$ cat src/design/scd_pkg.sv
package scd_pkg;

  // Chain length limit and derived widths
  localparam int MAX_PARTICLES = 16;
  localparam int CNT_W         = $clog2(MAX_PARTICLES + 2);
  localparam int IDX_W         = (CNT_W > 4) ? CNT_W : 4;

  // Field widths
  localparam int DATA_W = 24;
  localparam int CFG_W  = 23;
  localparam int ACC_W  = 40;

  // Iteration counts of the shared unit
  localparam int MUL_STEPS  = 26;
  localparam int DIV_STEPS  = 60;
  localparam int SQRT_STEPS = 25;

  // Register indexes
  localparam logic [1:0] REG_GRAVITY   = 2'd0;
  localparam logic [1:0] REG_DRAG      = 2'd1;
  localparam logic [1:0] REG_STIFFNESS = 2'd2;
  localparam logic [1:0] REG_REST      = 2'd3;

  // Register reset values
  localparam logic [CFG_W-1:0] GRAVITY_RST   = 23'd65536;
  localparam logic [CFG_W-1:0] DRAG_RST      = 23'd6554;
  localparam logic [CFG_W-1:0] STIFFNESS_RST = 23'd196608;
  localparam logic [CFG_W-1:0] REST_RST      = 23'd6554;

  typedef enum logic [4:0] {
    S_IDLE,
    S_SETUP,
    S_DRAG,
    S_DRAG_ACC,
    S_SPRING,
    S_SQ,
    S_SQ_ACC,
    S_ROOT,
    S_ROOT_DONE,
    S_MAG,
    S_MAG_DONE,
    S_COMP,
    S_COMP_DONE,
    S_DIV_DONE,
    S_NEXT_SPRING,
    S_FINISH,
    S_UPDATE,
    S_MUL_RUN,
    S_DIV_RUN,
    S_SQRT_RUN
  } state_t;

endpackage

$ cat src/design/spring_chain_derivative.sv
// Channel   Handshake                    Payload
// item      item_valid / item_ready      pos_x..vel_z, chain_end
// result    result_valid / result_ready  particle_index, dpos_*, dvel_*, last_result, overflow
// config    write_enable                 write_index, write_data
//
// One shift-add multiplier, restoring divider and root unit is shared by all steps.
// An item with no result only shifts the window, and a fixed particle goes straight to its result;
// a moving particle runs drag and then each spring in turn (sqrt, scale, 3 divides).
// Synchronous active-high reset clears the particle window and the count.
// item_ready is high only between items; a result not yet taken holds the sequencer
// in its finish step, so the next item waits.
module spring_chain_derivative (
  input  logic                clk,
  input  logic                rst,
  input  logic                item_valid,
  output logic                item_ready,
  input  logic signed [23:0]  pos_x,
  input  logic signed [23:0]  pos_y,
  input  logic signed [23:0]  pos_z,
  input  logic signed [23:0]  vel_x,
  input  logic signed [23:0]  vel_y,
  input  logic signed [23:0]  vel_z,
  input  logic                chain_end,
  output logic                result_valid,
  input  logic                result_ready,
  output logic [3:0]          particle_index,
  output logic signed [23:0]  dpos_x,
  output logic signed [23:0]  dpos_y,
  output logic signed [23:0]  dpos_z,
  output logic signed [23:0]  dvel_x,
  output logic signed [23:0]  dvel_y,
  output logic signed [23:0]  dvel_z,
  output logic                last_result,
  output logic                overflow,
  input  logic                write_enable,
  input  logic [1:0]          write_index,
  input  logic [22:0]         write_data
);
  import scd_pkg::*;

  function automatic logic [24:0] abs25(input logic signed [24:0] x);
    return x[24] ? 25'(-x) : 25'(x);
  endfunction

  state_t state, state_next, ret;

  // Configuration
  logic [CFG_W-1:0] gravity, drag_coeff, stiffness, rest_length;

  // Window and latched input
  logic signed [DATA_W-1:0] prior_pos [3];
  logic signed [DATA_W-1:0] older_pos [3];
  logic signed [DATA_W-1:0] prior_vel [3];
  logic [CNT_W-1:0]         count;
  logic signed [DATA_W-1:0] in_pos [3];
  logic signed [DATA_W-1:0] in_vel [3];
  logic                     in_end;
  logic [CNT_W-1:0]         c_lat;

  // Job control
  logic       job;
  logic       sp;
  logic [1:0] comp;

  // Working values
  logic signed [ACC_W-1:0] acc [3];
  logic signed [24:0]      d [3];
  logic [49:0]             sum;
  logic [24:0]             len;
  logic signed [34:0]      m;

  // Shared unit
  logic [59:0] w;
  logic [33:0] h;
  logic [33:0] mc;
  logic [25:0] r;
  logic [5:0]  cnt;

  // Job selection
  logic                     fixed, has_left, has_right;
  logic [CNT_W-1:0]         idx_raw, idx_sat;
  logic                     idx_ovf;
  logic signed [DATA_W-1:0] e_pos [3];
  logic signed [DATA_W-1:0] e_vel [3];
  logic signed [DATA_W-1:0] nbr [3];

  assign fixed     = job ? (c_lat == '0) : (c_lat == CNT_W'(1));
  assign has_left  = job ? (c_lat != '0) : 1'b1;
  assign has_right = !job;
  assign idx_raw   = job ? c_lat : c_lat - CNT_W'(1);
  assign idx_ovf   = idx_raw >= CNT_W'(MAX_PARTICLES);
  assign idx_sat   = idx_ovf ? CNT_W'(MAX_PARTICLES - 1) : idx_raw;

  always_comb begin
    for (int i = 0; i < 3; i++) begin
      e_pos[i] = job ? in_pos[i] : prior_pos[i];
      e_vel[i] = job ? in_vel[i] : prior_vel[i];
      nbr[i]   = sp ? in_pos[i] : (job ? prior_pos[i] : older_pos[i]);
    end
  end

  // Operand selection and signed rounding of the product
  logic [59:0]        prod;
  logic signed [25:0] diff;
  logic [33:0]        mul_a;
  logic [25:0]        mul_b;
  logic               mul_neg;
  logic signed [50:0] p51, sv, rnd;
  logic [34:0]        mul_sum;
  logic [25:0]        div_t;
  logic               div_ge;
  logic [27:0]        sq_t, sq_trial;
  logic               sq_ge;

  assign prod = {h, w[25:0]};
  assign diff = $signed({1'b0, len}) - $signed({3'b0, rest_length});

  always_comb begin
    mul_a   = '0;
    mul_b   = '0;
    mul_neg = 1'b0;
    unique case (state)
      S_DRAG, S_DRAG_ACC: begin
        mul_a   = 34'(drag_coeff);
        mul_b   = {1'b0, abs25({e_vel[comp][23], e_vel[comp]})};
        mul_neg = e_vel[comp][23];
      end
      S_SQ: begin
        mul_a = {9'b0, abs25(d[comp])};
        mul_b = {1'b0, abs25(d[comp])};
      end
      S_MAG, S_MAG_DONE: begin
        mul_a   = 34'(stiffness);
        mul_b   = diff[25] ? 26'(-diff) : 26'(diff);
        mul_neg = diff[25];
      end
      S_COMP: begin
        mul_a = m[34] ? 34'(-m) : 34'(m);
        mul_b = {1'b0, abs25(d[comp])};
      end
      default: begin
        mul_a   = '0;
        mul_b   = '0;
        mul_neg = 1'b0;
      end
    endcase
  end

  assign p51 = $signed({1'b0, prod[49:0]});
  assign sv  = mul_neg ? -p51 : p51;
  assign rnd = (sv + 51'sd32768) >>> 16;

  assign mul_sum  = {1'b0, h} + (w[0] ? {1'b0, mc} : 35'd0);
  assign div_t    = {r[24:0], w[59]};
  assign div_ge   = div_t >= {1'b0, len};
  assign sq_t     = {r, w[49:48]};
  assign sq_trial = {1'b0, h[24:0], 2'b01};
  assign sq_ge    = sq_t >= sq_trial;

  // Saturation of the final sums
  logic signed [23:0] sat [3];
  logic [2:0]         sat_hit;

  always_comb begin
    for (int i = 0; i < 3; i++) begin
      if (acc[i] > 40'sd8388607) begin
        sat[i]     = 24'sh7FFFFF;
        sat_hit[i] = 1'b1;
      end else if (acc[i] < -40'sd8388608) begin
        sat[i]     = -24'sh800000;
        sat_hit[i] = 1'b1;
      end else begin
        sat[i]     = acc[i][23:0];
        sat_hit[i] = 1'b0;
      end
    end
  end

  logic out_free;
  assign out_free   = !result_valid || result_ready;
  assign item_ready = (state == S_IDLE);

  // State register
  always_ff @(posedge clk) begin
    if (rst) begin
      state <= S_IDLE;
    end else begin
      state <= state_next;
    end
  end

  // Next state
  always_comb begin
    state_next = state;
    unique case (state)
      S_IDLE: begin
        if (item_valid) begin
          state_next = (count != '0 || chain_end) ? S_SETUP : S_UPDATE;
        end
      end
      S_SETUP:     state_next = fixed ? S_FINISH : S_DRAG;
      S_DRAG:      state_next = S_MUL_RUN;
      S_DRAG_ACC: begin
        if (comp != 2'd2) begin
          state_next = S_DRAG;
        end else if (has_left || has_right) begin
          state_next = S_SPRING;
        end else begin
          state_next = S_FINISH;
        end
      end
      S_SPRING:    state_next = S_SQ;
      S_SQ:        state_next = S_MUL_RUN;
      S_SQ_ACC:    state_next = (comp == 2'd2) ? S_ROOT : S_SQ;
      S_ROOT:      state_next = S_SQRT_RUN;
      S_ROOT_DONE: state_next = (h[24:0] == '0) ? S_NEXT_SPRING : S_MAG;
      S_MAG:       state_next = S_MUL_RUN;
      S_MAG_DONE:  state_next = S_COMP;
      S_COMP:      state_next = S_MUL_RUN;
      S_COMP_DONE: state_next = S_DIV_RUN;
      S_DIV_DONE:  state_next = (comp == 2'd2) ? S_NEXT_SPRING : S_COMP;
      S_NEXT_SPRING: begin
        state_next = (!sp && has_right) ? S_SPRING : S_FINISH;
      end
      S_FINISH: begin
        if (out_free) begin
          state_next = (!job && in_end) ? S_SETUP : S_UPDATE;
        end
      end
      S_UPDATE:    state_next = S_IDLE;
      S_MUL_RUN, S_DIV_RUN, S_SQRT_RUN: begin
        if (cnt == 6'd1) begin
          state_next = ret;
        end
      end
      default:     state_next = S_IDLE;
    endcase
  end

  // Configuration writes
  always_ff @(posedge clk) begin
    if (rst) begin
      gravity     <= GRAVITY_RST;
      drag_coeff  <= DRAG_RST;
      stiffness   <= STIFFNESS_RST;
      rest_length <= REST_RST;
    end else if (write_enable) begin
      unique case (write_index)
        REG_GRAVITY:   gravity     <= write_data;
        REG_DRAG:      drag_coeff  <= write_data;
        REG_STIFFNESS: stiffness   <= write_data;
        REG_REST:      rest_length <= write_data;
        default:       gravity     <= gravity;
      endcase
    end
  end

  // Window and count
  always_ff @(posedge clk) begin
    if (rst) begin
      count <= '0;
      for (int i = 0; i < 3; i++) begin
        prior_pos[i] <= '0;
        older_pos[i] <= '0;
        prior_vel[i] <= '0;
      end
    end else if (state == S_UPDATE) begin
      if (in_end) begin
        count <= '0;
      end else begin
        count <= (c_lat < CNT_W'(MAX_PARTICLES + 1)) ? c_lat + CNT_W'(1)
                                                      : CNT_W'(MAX_PARTICLES + 1);
        for (int i = 0; i < 3; i++) begin
          older_pos[i] <= prior_pos[i];
          prior_pos[i] <= in_pos[i];
          prior_vel[i] <= in_vel[i];
        end
      end
    end
  end

  // Sequencer datapath
  always_ff @(posedge clk) begin
    unique case (state)
      S_IDLE: begin
        in_pos[0] <= pos_x;
        in_pos[1] <= pos_y;
        in_pos[2] <= pos_z;
        in_vel[0] <= vel_x;
        in_vel[1] <= vel_y;
        in_vel[2] <= vel_z;
        in_end    <= chain_end;
        c_lat     <= count;
        job       <= (count == '0);
      end
      S_SETUP: begin
        acc[0] <= '0;
        acc[1] <= -$signed({17'b0, gravity});
        acc[2] <= '0;
        comp   <= '0;
      end
      S_DRAG, S_SQ, S_MAG, S_COMP: begin
        h   <= '0;
        w   <= {34'b0, mul_b};
        mc  <= mul_a;
        cnt <= 6'(MUL_STEPS);
        unique case (state)
          S_DRAG:  ret <= S_DRAG_ACC;
          S_SQ:    ret <= S_SQ_ACC;
          S_MAG:   ret <= S_MAG_DONE;
          default: ret <= S_COMP_DONE;
        endcase
      end
      S_DRAG_ACC: begin
        acc[comp] <= acc[comp] - rnd[ACC_W-1:0];
        comp      <= comp + 2'd1;
        sp        <= !has_left;
      end
      S_SPRING: begin
        for (int i = 0; i < 3; i++) begin
          d[i] <= $signed({e_pos[i][23], e_pos[i]}) - $signed({nbr[i][23], nbr[i]});
        end
        sum  <= '0;
        comp <= '0;
      end
      S_SQ_ACC: begin
        sum  <= sum + prod[49:0];
        comp <= comp + 2'd1;
      end
      S_ROOT: begin
        w   <= {10'b0, sum};
        r   <= '0;
        h   <= '0;
        cnt <= 6'(SQRT_STEPS);
        ret <= S_ROOT_DONE;
      end
      S_ROOT_DONE: len <= h[24:0];
      S_MAG_DONE: begin
        m    <= rnd[34:0];
        comp <= '0;
      end
      S_COMP_DONE: begin
        w   <= prod + {36'b0, len[24:1]};
        r   <= '0;
        cnt <= 6'(DIV_STEPS);
        ret <= S_DIV_DONE;
      end
      S_DIV_DONE: begin
        if (m[34] ^ d[comp][24]) begin
          acc[comp] <= acc[comp] + $signed(w[ACC_W-1:0]);
        end else begin
          acc[comp] <= acc[comp] - $signed(w[ACC_W-1:0]);
        end
        comp <= comp + 2'd1;
      end
      S_NEXT_SPRING: sp <= 1'b1;
      S_FINISH: begin
        if (out_free) begin
          job <= 1'b1;
        end
      end
      S_MUL_RUN: begin
        h       <= mul_sum[34:1];
        w[25:0] <= {mul_sum[0], w[25:1]};
        cnt     <= cnt - 6'd1;
      end
      S_DIV_RUN: begin
        r   <= {1'b0, div_ge ? 25'(div_t - {1'b0, len}) : div_t[24:0]};
        w   <= {w[58:0], div_ge};
        cnt <= cnt - 6'd1;
      end
      S_SQRT_RUN: begin
        r   <= sq_ge ? 26'(sq_t - sq_trial) : sq_t[25:0];
        h   <= {9'b0, h[23:0], sq_ge};
        w   <= {w[57:0], 2'b00};
        cnt <= cnt - 6'd1;
      end
      default: cnt <= cnt;
    endcase
  end

  // Result register
  always_ff @(posedge clk) begin
    if (rst) begin
      result_valid <= 1'b0;
    end else if (state == S_FINISH && out_free) begin
      result_valid <= 1'b1;
    end else if (result_ready) begin
      result_valid <= 1'b0;
    end
  end

  always_ff @(posedge clk) begin
    if (state == S_FINISH && out_free) begin
      particle_index <= idx_sat[3:0];
      dpos_x         <= fixed ? '0 : e_vel[0];
      dpos_y         <= fixed ? '0 : e_vel[1];
      dpos_z         <= fixed ? '0 : e_vel[2];
      dvel_x         <= fixed ? '0 : sat[0];
      dvel_y         <= fixed ? '0 : sat[1];
      dvel_z         <= fixed ? '0 : sat[2];
      last_result    <= job;
      overflow       <= idx_ovf | (!fixed & (|sat_hit));
    end
  end

`ifndef SYNTHESIS
  a_count_range: assert property (@(posedge clk) disable iff (rst)
    count <= CNT_W'(MAX_PARTICLES + 1))
    else $error("particle count beyond limit");

  a_run_count: assert property (@(posedge clk) disable iff (rst)
    (state == S_MUL_RUN || state == S_DIV_RUN || state == S_SQRT_RUN) |-> cnt != '0)
    else $error("shared unit running with zero step count");

  a_busy_after_accept: assert property (@(posedge clk) disable iff (rst)
    (item_valid && item_ready) |=> !item_ready)
    else $error("ready while an item is in work");

  a_fixed_zero: assert property (@(posedge clk) disable iff (rst)
    (result_valid && particle_index == 4'd0 && !overflow) |->
      (dvel_x == 24'sd0 && dvel_y == 24'sd0 && dvel_z == 24'sd0))
    else $error("fixed particle with nonzero force");
`endif

endmodule
$ cat config.mk
export PLATFORM = sky130hd
export DESIGN_NAME = spring_chain_derivative
export DESIGN_NICKNAME = d
export VERILOG_FILES = /design/src/design/scd_pkg.sv /design/src/design/spring_chain_derivative.sv
export SDC_FILE = /design/constraint.sdc
export NUM_CORES = 2
export LEC_CHECK = 0
export BUFFER_PORTS_ARGS = -buffer_cell sky130_fd_sc_hd__buf_2
export CAP_MARGIN = 20
export CORE_MARGIN = 2
export CORE_UTILIZATION = 45
export DETAILED_ROUTE_END_ITERATION = 7
export PLACE_DENSITY_LB_ADDON = 0.08
export SYNTH_ARGS = -nofsm -noshare
export SYNTH_HDL_FRONTEND = slang
export SYNTH_SLANG_ARGS = --single-unit
$ cat constraint.sdc
create_clock -name clk -period 27.3 [get_ports clk]
set_input_delay 4.095 -clock clk [delete_from_list [all_inputs] [get_ports clk]]
set_output_delay 4.095 -clock clk [all_outputs]
set_load 0.02 [all_outputs]
=== Yosys cells after proc, flatten, opt, wreduce, memory -nomap -nowiden ===
Memories as Yosys holds them, arrays and structs flattened. A register that Yosys moved wholly into a read port is not among the register bits.
Cells that the tools add are included.

* Register bits: 538
* Bits in writable memories: 555
* Logic and storage cells: 274
* Memories: 7

{| class="wikitable"
|+ Memories
! memory !! words !! bits a word !! rd ports !! clocked after memory_dff !! write ports !! RTL line !! RTL
|-
| acc || 3 || 40 || 4 || 1 || 3 || spring_chain_derivative.sv:66 || <nowiki>logic signed [ACC_W-1:0] acc [3];</nowiki>
|-
| d || 3 || 25 || 1 || 1 || 3 || spring_chain_derivative.sv:67 || <nowiki>logic signed [24:0] d [3];</nowiki>
|-
| in_pos || 3 || 24 || 3 || 0 || 3 || spring_chain_derivative.sv:55 || <nowiki>logic signed [DATA_W-1:0] in_pos [3];</nowiki>
|-
| in_vel || 3 || 24 || 3 || 0 || 3 || spring_chain_derivative.sv:56 || <nowiki>logic signed [DATA_W-1:0] in_vel [3];</nowiki>
|-
| older_pos || 3 || 24 || 3 || 0 || 3 || spring_chain_derivative.sv:52 || <nowiki>logic signed [DATA_W-1:0] older_pos [3];</nowiki>
|-
| prior_pos || 3 || 24 || 3 || 0 || 3 || spring_chain_derivative.sv:51 || <nowiki>logic signed [DATA_W-1:0] prior_pos [3];</nowiki>
|-
| +1 memories || - || - || - || - || - || - ||
|}

* Add/sub/neg operators: 23
* Order comparisons: 11
* Eq/ne operators: 29
* Multiplexer cells: 106
* Bitwise logic cells: 15
* Reductions and logical operators: 49

{| class="wikitable"
|+ Operator list
! kind !! count
|-
| 24-bit 2-to-1 mux || 26
|-
| 34-bit one-hot mux with 5 select lines || 1
|-
| 26-bit one-hot mux with 3 select lines || 2
|-
| 26-bit one-hot mux with 6 select lines || 1
|-
| 34-bit one-hot mux with 4 select lines || 1
|-
| 40-bit by 24-bit > comparator with 1-bit output (second input constant) || 3
|-
| 40-bit by 24-bit < comparator with 1-bit output (second input constant) || 3
|-
| 40-bit 2-to-1 mux || 3
|-
| 34-bit one-hot mux with 3 select lines || 1
|-
| 50-bit one-hot mux with 2 select lines || 1
|-
| 40-bit subtractor || 2
|-
| 25-bit 2-to-1 mux || 3
|-
| 24-bit by 24-bit subtractor with 25-bit output || 3
|-
| 5-bit one-hot mux with 14 select lines || 1
|-
| 23-bit 2-to-1 mux || 3
|-
| 34-bit 2-to-1 mux || 2
|-
| 60-bit by 24-bit adder with 60-bit output || 1
|-
| 26-bit 2-to-1 mux || 2
|-
| 51-bit by 17-bit adder with 51-bit output (second input constant) || 1
|-
| 51-bit 2-to-1 mux || 1
|-
| 50-bit negation with 51-bit output || 1
|-
| 50-bit adder || 1
|-
| 24-bit binary-select mux with 2-bit select || 1
|-
| 40-bit adder || 1
|-
| 60 further kinds || 168
|}

=== Depth between registers and ports, before layout ===
An unclocked memory read counts as a cell.

* Depth in word-level cells: 12
* Depth in mapped cells: 35
* Gate-level depth less buffers: 32

=== Least setup slack after synthesis ===
No wires, ideal clock.

* Path type: register -> register
* Start: register state[4]
* End: memory older_pos[0][0], enable pin
* Setup time: 0.838 ns
* Arrival: 11.193 ns
* Slack: 15.268 ns
* Cell stages (with the launch flop): 6
* Path buffers: 1
* Clock period less this slack: 12.032 ns
* Path through: dfxtp_1 nor2b_1 nor2b_1 clkbuf_1 nand2_1 o21bai_1

{| class="wikitable"
|+ RTL lines
! item !! RTL line !! RTL
|-
| start, declared || spring_chain_derivative.sv:45 || <nowiki>state_t state, state_next, ret;</nowiki>
|-
| start signal, assigned || spring_chain_derivative.sv:188 || <nowiki>state <= state_next;</nowiki>
|-
| end, declared || spring_chain_derivative.sv:52 ||
|}

==> flow_summary.ini <==
[die]
io_pins = 327
die_area_um2 = 161000
rows = 145
die_h_um = 401
coreArea_um2 = 156000
chipWidth_um = 401
initial_core_util = 0.454

[yosys]
synth-main-ff-cell = edfxtp_1
synthDistinctLibCells = 110
async_flop_share = 0
ys_seq_area_frac = 0.465
yosysWarnings = 0
syn-cell-area_um2 = 71000
synth_cells = 7019
synth_seq_cells = 1134
syn_area_per_cell_um2 = 10.1
synth_edf_count = 1029
synth_fp_nets = 7594

[drt]
ant_nets = 0
dr.first_iter.drc_count = 5481
vias = 56463
wirelength_um = 243000
drc = 11
wl_per_cell_um = 25.7
vias_per_cell = 5.97
dr.pass1.iters = 8

[pwr]
netSwitchingPower_mw = 3.93
switching_share = 0.434
p_int_mw = 5.12
p_total_mw = 9.06
clock_power_share = 0.201
p_per_area_nw_per_um2 = 114
comb_power_share = 0.505
p_leak_nw = 31.4
ir_worst_vdd_v = 0.000141
pwr-share-seq = 0.294

[setup_path]
path_common_cell = o21ai_0
critPathKind = reg2reg
end_kind = flip-flop
cp.required_ns = 27.82
cpLargestDelayFamily = compound AO/OA/AOI/OAI gates
slowest_stage = dfxtp_1
cpPeakStageDelay_ns = 0.93
worstPathArrival_ns = 9.25
worst-path-buf-inv = 2
worstSetupStartpointType = flip-flop
worstPathMaxFanout = 38

[sta]
finalSetupViolCount = 0
fin_crit_ns = 8.74
fin_hold_ws_ns = 0.454
final-hold-violation-count = 0
rsz0062_at_grt = no
fmaxAchievable_mhz = 114
post-route-period-util = 0.320
max-slew-margin-rel = 0.190
tightest_slew_ns = 1.21
fin_skew_ns = 0.0564
finalSetupTns_ns = 0
slew_violations = 0

[final_layout]
fin_util = 0.509
nets = 7859
final-instance-count-excl-fill = 9465
drive_gt1_frac = 0.118
area_growth_syn_to_layout_pct = 12.1

[clock_tree]
clkTransAtPathRegs_ns = 0.06
tritoncts = done
cts_resized = 0
cts_inserted_buffers = 136
clock_sink_count = 1134
postCtsSetupRepairBufs = 0
clockRootBuffer = clkbuf_16
cts_hold_buffers = 0
clockBufferDepth = 3
cts_max_level = 4
insertion_delay_ns = 0.82

[flow_run]
maxCapViolCount = 0

[global_route]
grt_pass1_vias = 54383
antenna_found_initial = 33
grt_first_pass_wirelength_um = 357000
globalRouteOverflowTotal = 0
grt_max_degree = 150
grt_usage = 0.295

[place]
dp.cells = 9202
numPortBuffers = 326
dp_hpwl_um = 181000
gp_congestion = 0.975

[run_status]
failed_checks = DRC
status = finished, violations left

[min_path]
hold_class = reg2reg
[power by group through the flow]
stage | logic (mW) | registers [mW] | clock network [mW]
2_1_floorplan | 3.20 | 2.63 | 0
3_3_place_gp | 4.51 | 2.69 | 0
3_5_place_dp | 4.52 | 2.70 | 0
4_1_cts | 4.55 | 2.66 | 1.86
5_1_grt | 4.99 | 2.70 | 1.93
6_report | 4.57 | 2.66 | 1.82
[metrics by stage]
stage	setup slack [ns]	instance area, µm²
floorplan	15.27	71000
global placement	18.80	75000
detailed placement	18.75	75000
CTS	18.76	79500
global route	17.87	79500
finish	18.56	79500
[worst paths after layout]
kind,startpoint,endpoint,slack (ns),cells after the start
max,state[1],acc[1][38],18.56,30
min,stiffness[22],stiffness[22],0.45,2
max reg2reg,state[1],acc[1][38],18.56,30
min reg2reg,stiffness[22],stiffness[22],0.45,2
[cell usage after synthesis, drive strengths merged, types with 47 or more instances]
cell	instances	area [µm²]
nor2	822	3100
a222oi	47	470
buf	80	368
nor2b	68	433
nand3	109	546
nor3	117	601
dfxtp	105	2100
clkbuf	242	908
mux2i	207	2070
and3	52	330
ha	389	4870
o21ai	381	1910
xor2	152	1330
a21oi	563	2840
inv	323	1210
o22ai	66	413
nor4	49	313
nand2	540	2030
xnor2	322	2850
mux4	64	1440
nand2b	74	463
nand4	48	307
mux2	75	845
a211oi	55	443
a21o	126	946
and2	282	1760
a31oi	54	350
edfxtp	1029	30900
[placed cells by master, fill, tap and decap left out, types with 43 or more instances in the layout]
cell,Yosys,layout
mux2i_1,207,207
nand2b_1,74,74
nor2_1,820,811
a31oi_1,52,52
and2_1,282,281
mux4_2,64,64
nor4_1,48,48
mux2_2,75,75
nand4_1,47,47
buf_2,36,325
clkbuf_16,0,136
inv_1,322,321
nand3_1,109,108
o21ai_0,367,365
a211oi_1,52,52
xnor2_1,320,318
buf_4,2,121
a21oi_1,560,560
a21o_1,126,126
a222oi_1,47,47
dfxtp_1,105,103
ha_1,389,389
nand2_1,538,533
and3_1,51,51
xor2_1,152,152
a22oi_1,43,43
nor2b_1,67,66
o22ai_1,66,66
nor3_1,114,111
edfxtp_1,1029,1029
[cell type report]
class                           count  area, µm²
Clock inverter                     78        890
Timing Repair Buffer              449       2590
Sequential cell                  1134      33000
Inverter                          329       1240
Antenna cell                       11       27.5
Clock buffer                      172       3580
Multi-Input combinational cell   5234      35600
Tap cell                         2058       2570
Fill cell                       14430      76800
[flip-flops by register name (all words and copies together), names as in the netlist, 26 cells and up, named ones only]
name,flops
in_pos,72
in_vel,72
w,60
older_pos,72
mc,34
prior_vel,72
acc,160
d,75
m,35
prior_pos,72
r,26
h,34
sum,50
[routing by layer]
layer	GRT usage	wire length, µm	up-vias
li1	-	-	26312
met1	0.386	101000	27538
met2	0.478	113000	2069
met3	0.0518	16800	516
met4	0.129	11900	28
met5	0	169	-
[cell families (layout without fill, tap and decap cells)]
logic type / after synthesis / count (layout) / share of synthesized area
xor gates and xnor gates: 474 / 474 / 0.0589
and+or+nand+nor: 2290 / 2290 / 0.153
AOI/OAI and AO/OA: 1724 / 1724 / 0.155
DFF: 1134 / 1134 / 0.465
muxes: 346 / 346 / 0.0614
buffers and inverters: 651 / 1028 / 0.0354
other: 0 / 11 / 0
adders and majority gates: 400 / 400 / 0.0717
[tightest hold or removal path, stage by stage (launching register included)]
cell and delay, ns:
dfxtp_1 0.31, nand2_1 0.05, a21oi_1 0.05
Note: power is estimated with default switching activity, not from simulation.
